[src/rtl/segmented_trie_prefix_lookup_unit_macros.svh]
// ----------------------------------------------------------------------------
// Assertion macros for the segmented trie prefix lookup unit
// Implication checks clocked on clk and disabled while arst_n is low.
// ----------------------------------------------------------------------------
`ifndef SEGMENTED_TRIE_PREFIX_LOOKUP_UNIT_MACROS_SVH
`define SEGMENTED_TRIE_PREFIX_LOOKUP_UNIT_MACROS_SVH

// Same-cycle implication.
`define STPL_ASSERT_IMP(label, pre, post, msg) \
	label: assert property (@(posedge clk) disable iff (!arst_n) (pre) |-> (post)) \
		else $error(msg);

// Next-cycle implication.
`define STPL_ASSERT_NXT(label, pre, post, msg) \
	label: assert property (@(posedge clk) disable iff (!arst_n) (pre) |=> (post)) \
		else $error(msg);

`endif

[src/rtl/stpl_pkg.sv]
// ----------------------------------------------------------------------------
// stpl_pkg
// Shared types and codes of the segmented trie prefix lookup unit.
// ----------------------------------------------------------------------------
`timescale 1ns / 1ps

package stpl_pkg;

	localparam int SEG_BITS = 16;
	localparam logic [5:0] MAX_LEN = 6'd32;
	localparam logic [5:0] DIRECT_LEN = 6'd16;

	localparam logic ACT_INSERT = 1'b0;
	localparam logic ACT_LOOKUP = 1'b1;

	localparam logic STATUS_DONE = 1'b0;
	localparam logic STATUS_FULL = 1'b1;

	typedef enum logic [3:0] {
		S_CLEAR,
		S_IDLE,
		S_SEG,
		S_ROOT,
		S_DIR,
		S_TREAD,
		S_TSTEP,
		S_TALLOC,
		S_LCHK,
		S_LSTEP,
		S_FIN
	} state_t;

	typedef enum logic [1:0] {
		RES_INS_OK,
		RES_INS_FULL,
		RES_LOOKUP
	} res_t;

	typedef struct packed {
		logic clr_en;
		logic load;
		logic seg_rd;
		logic root_latch;
		logic dir_wr;
		logic alloc_root;
		logic node_rd;
		logic ins_follow;
		logic ins_link;
		logic ins_alloc;
		logic ins_sethop;
		logic lk_take;
		logic lk_adv;
		logic out_ld;
		res_t out_kind;
	} cmd_t;

	typedef struct packed {
		logic clr_last;
		logic is_lookup;
		logic short_pfx;
		logic dir_last;
		logic root_null;
		logic pool_full;
		logic steps_done;
		logic link_null;
		logic cur_bad;
		logic nxt_bad;
		logic lk_last;
		logic out_busy;
	} sts_t;

endpackage

[src/rtl/stpl_ctrl.sv]
// ----------------------------------------------------------------------------
// stpl_ctrl
// Sequencer: clearing pass, direct sweep, trie insert and trie walk.
// ----------------------------------------------------------------------------
`timescale 1ns / 1ps

module stpl_ctrl import stpl_pkg::*; (
	input  logic clk,
	input  logic arst_n,
	input  logic in_valid,
	output logic in_ready,
	input  sts_t st,
	output cmd_t cmd
);

	state_t state_q, state_n;
	res_t kind_q, kind_n;

	always_ff @(posedge clk or negedge arst_n) begin
		if (!arst_n) begin
			state_q <= S_CLEAR;
			kind_q <= RES_INS_OK;
		end else begin
			state_q <= state_n;
			kind_q <= kind_n;
		end
	end

	always_comb begin
		state_n = state_q;
		kind_n = kind_q;
		cmd = '0;
		cmd.out_kind = kind_q;
		in_ready = 1'b0;
		case (state_q)
			S_CLEAR: begin
				cmd.clr_en = 1'b1;
				if (st.clr_last) state_n = S_IDLE;
			end
			S_IDLE: begin
				in_ready = 1'b1;
				if (in_valid) begin
					cmd.load = 1'b1;
					state_n = S_SEG;
				end
			end
			S_SEG: begin
				cmd.seg_rd = 1'b1;
				state_n = S_ROOT;
			end
			S_ROOT: begin
				cmd.root_latch = 1'b1;
				if (st.is_lookup) begin
					state_n = S_LCHK;
				end else if (st.short_pfx) begin
					state_n = S_DIR;
				end else if (st.root_null && st.pool_full) begin
					kind_n = RES_INS_FULL;
					state_n = S_FIN;
				end else begin
					cmd.alloc_root = st.root_null;
					state_n = S_TREAD;
				end
			end
			S_DIR: begin
				cmd.dir_wr = 1'b1;
				if (st.dir_last) begin
					kind_n = RES_INS_OK;
					state_n = S_FIN;
				end
			end
			S_TREAD: begin
				cmd.node_rd = 1'b1;
				state_n = S_TSTEP;
			end
			S_TSTEP: begin
				if (st.steps_done) begin
					cmd.ins_sethop = 1'b1;
					kind_n = RES_INS_OK;
					state_n = S_FIN;
				end else if (!st.link_null) begin
					cmd.ins_follow = 1'b1;
				end else if (st.pool_full) begin
					kind_n = RES_INS_FULL;
					state_n = S_FIN;
				end else begin
					cmd.ins_link = 1'b1;
					state_n = S_TALLOC;
				end
			end
			S_TALLOC: begin
				cmd.ins_alloc = 1'b1;
				state_n = S_TREAD;
			end
			S_LCHK: begin
				kind_n = RES_LOOKUP;
				if (st.cur_bad) begin
					state_n = S_FIN;
				end else begin
					cmd.node_rd = 1'b1;
					state_n = S_LSTEP;
				end
			end
			S_LSTEP: begin
				cmd.lk_take = 1'b1;
				if (st.lk_last || st.nxt_bad) state_n = S_FIN;
				else cmd.lk_adv = 1'b1;
			end
			S_FIN: begin
				if (!st.out_busy) begin
					cmd.out_ld = 1'b1;
					state_n = S_IDLE;
				end
			end
			default: state_n = S_CLEAR;
		endcase
	end

endmodule

[config.mk]
export PLATFORM = sky130hd
export DESIGN_NAME = stpl_ctrl
export DESIGN_NICKNAME = d
export VERILOG_FILES = /design/src/rtl/segmented_trie_prefix_lookup_unit_macros.svh /design/src/rtl/stpl_pkg.sv /design/src/rtl/stpl_ctrl.sv
export SDC_FILE = /design/constraint.sdc
export NUM_CORES = 1
export LEC_CHECK = 0
export BUFFER_PORTS_ARGS = -buffer_cell sky130_fd_sc_hd__buf_2
export CORE_MARGIN = 5
export CORE_UTILIZATION = 48
export DETAILED_ROUTE_END_ITERATION = 10
export PLACE_DENSITY_LB_ADDON = 0.1
export SETUP_SLACK_MARGIN = 0.1
export SYNTH_ARGS = -nofsm -noshare
export SYNTH_HDL_FRONTEND = slang
export SYNTH_SLANG_ARGS = --single-unit
[constraint.sdc]
create_clock -name clk -period 2.9 [get_ports clk]
set_input_delay 0.145 -clock clk [delete_from_list [all_inputs] [get_ports clk]]
set_output_delay 0.145 -clock clk [all_outputs]
set_load 0.02 [all_outputs]
==> impl_metrics.tcl <==
set metrics [dict create \
    yosysWarnings 0 \
    rows 13 \
    worstSetupEndpointType "register" \
    synth.avg_cell_area_um2 7.91 \
    dr.max_layer_used "met4" \
    cp-start-kind "register" \
    p_seq_frac 0.306 \
    mostFrequentLayoutCells "31 x buf_2, 6 x nor3_1, 6 x dfrtp_1, 5 x inv_1, 5 x nor2_1" \
    design.core.area_mm2 0.00132 \
    synth.top_cell.area_share 0.221 \
    synthesis.area_um2 681 \
    drtIter0Drc 16 \
    drive_above_1_share 0.357 \
    synth_cell_types 42 \
    status "finished clean" \
    drt-met1-wl_um 827 \
    cp_max_fo 24 \
    wl_met3_um 179 \
    yosys.area.top_type "dfrtp_1" \
    grt_usage 0.172 \
    synth-seq-cells 6 \
    fmax_mhz 489 \
    h-tree-depth 1 \
    rsz0062_at_grt "no" \
    area_growth_pct 25.9 \
    dieWidth_um 47.7 \
    finalHoldViolCount 0 \
    viasPerCell 5.92 \
    period_needed_ns 2.05 \
    switching_power_uw 412 \
    clock_skew_ns 0.00763 \
    dr.pass1.iters 4 \
    dieHeight_um 47.7 \
    start_util 0.517 \
    postCtsSetupBuffers 0 \
    instances_no_fill 130 \
    place_ws_ns 0.874 \
    syn_nets 101 \
    diodes 0 \
    grt_max_degree 25 \
    insertion_delay_ns 0.24 \
    hold_path.class "input pin to register" \
    worstPathArrival_ns 2.16 \
    grt_pass1_wl_mm 2.77 \
    clkSlewWorstSetupHoldPaths_ns 0.05 \
    final_nets 132 \
    slew_violations 0 \
    power_leakage_uw 0.000432 \
    hpwl_mm 1.40 \
    fillCellCount 111 \
    syn_inst 86 \
    intPower_uw 408 \
    synth_area_leaders "dfrtp_1 22%, nor3_1 4.4%, nand2b_1 3.7%" \
    total_power_uw 820 \
    io_buffers 31 \
    vias 770 \
    tns_ns 0 \
    p_clk_frac 0.093 \
    dieArea_mm2 0.00227 \
    ir_drop_v 0.000589 \
    cts-root-buf "clkbuf_4" \
    setup_violations 0 \
    routed-wl-met2_um 776 \
    grt_antenna_before_repair 0 \
    ios 32 \
    wl_per_cell_um 13.8 \
    grt.overflow.total 0 \
    worstPathRequired_ns 3.02 \
    grt_pass1_vias 617 \
    clock-sinks 6 \
    placedCellCount 126 \
    fin_ws_ns 0.853 \
    switching_share 0.502 \
    drtAntennaViolNets 0 \
    pwr-share-comb 0.601 \
    cts_tree "yes" \
    synth_seq_area_share 0.221 \
    cts_buffers 3 \
    final_util 0.651 \
    gp_congestion 0.784 \
    cts.path.max_buffers 2 \
    drt_drc_violations_left 0 \
    period_share 0.706 \
    p_per_area_mw_per_mm2 957 \
    maxCapViolCount 0 \
    maxSlewHeadroom 0.589 \
    worstSetupPathType "register to register" \
    worst_pin_slew_ns 0.617 \
    routed_wl_mm 1.79 \
    final_common_cell "buf_2" \
]
[metal layers]
metal,track usage,up-vias
met5,0,-
met4,0.0538,0
met3,0.0602,2
met2,0.238,28
met1,0.248,346
li1,-,394
[registers in the layout, summed over array words and instances (netlist names)]
signal	count
state_q	4
kind_q	2
[area by class of cell]
cell class | count | area (um2) | share of cell area
multi-input cells | 69 | 482 | 0.562
well taps | 15 | 18.8 | 0.0219
inverters | 5 | 18.8 | 0.0219
clock buffers | 3 | 22.5 | 0.0263
flip-flops and latches | 6 | 150 | 0.175
repair buffers | 32 | 165 | 0.193
[worst max-delay path, cell delays in order, from the launching register on]
cell and delay [ns]:
dfrtp_1 0.60, or4b_4 0.64, o32a_1 0.22, nand3_2 0.11, mux2_2 0.34
[power by group through the flow]
stage	clock [uW]	combinational [uW]	sequential, uW
6_report	76.3	493	251
3_5_place_dp	0	493	248
4_1_cts	79.6	499	246
5_1_grt	87.5	540	266
3_3_place_gp	0	486	246
2_1_floorplan	0	448	179
[synth_stat cells]
cell       number
o32a_1          1
nand2_1         3
o2bb2ai_1       1
a211oi_1        2
o211ai_1        2
nand3_1         1
dfrtp_1         6
nand3b_1        1
nand2b_1        4
clkbuf_1        5
or3_1           2
and3b_1         1
a311oi_1        1
mux2_2          2
nand3_2         1
o21ba_2         1
nor4b_1         1
or2_2           1
and3_1          1
inv_1           5
o21bai_1        1
o41ai_1         1
nor2_1          5
nor4_1          1
a22oi_1         1
nor4bb_1        1
or4b_4          1
o21ai_0         4
a21boi_1        1
nand4bb_1       2
o211a_1         1
nor3_1          6
o22ai_1         2
mux2i_1         1
a21oi_1         3
a221o_1         1
nor3b_1         2
nor2b_1         3
and4bb_2        1
o31ai_1         2
buf_6           1
and2_1          3
[path summary, 6_finish.rpt]
| kind | startpoint | to | slack (ns) | cells past startpoint |
|---|---|---|---|---|
| setup / recovery | state_q[0] | state_q[1] | 0.85 | 4 |
| hold / removal | st[0] | state_q[3] | 0.23 | 3 |
| setup reg to reg | state_q[0] | state_q[1] | 0.85 | 4 |
| hold reg to reg | kind_q[0] | kind_q[0] | 0.56 | 1 |
| max in group asynchronous | arst_n | state_q[3] | 2.50 | 2 |
| min in group asynchronous | arst_n | kind_q[1] | 0.25 | 2 |
[repair_timing]
item / in CTS / in global routing
hold endpoints to repair: 6 / 0
resized for setup: 0 / 0
hold buffers: 1 / 0
[kinds of logic (layout without fill, tap and decap cells)]
group,count (synthesis),count (layout),synth area share
muxes,3,3,0.0478
and+or+nand+nor,41,41,0.393
DFF,6,6,0.221
AOI/OAI and AO/OA,25,25,0.267
buffers and inverters,11,40,0.0717
[metrics by stage]
stage,instance area (um2),hold WS [ns]
after floorplan,681,-0.151
after global placement,825,-0.0285
after detailed placement,825,-0.0260
after CTS,857,0.229
after global routing,857,0.259
final,857,0.230
Note: power is estimated with default switching activity, not from simulation.
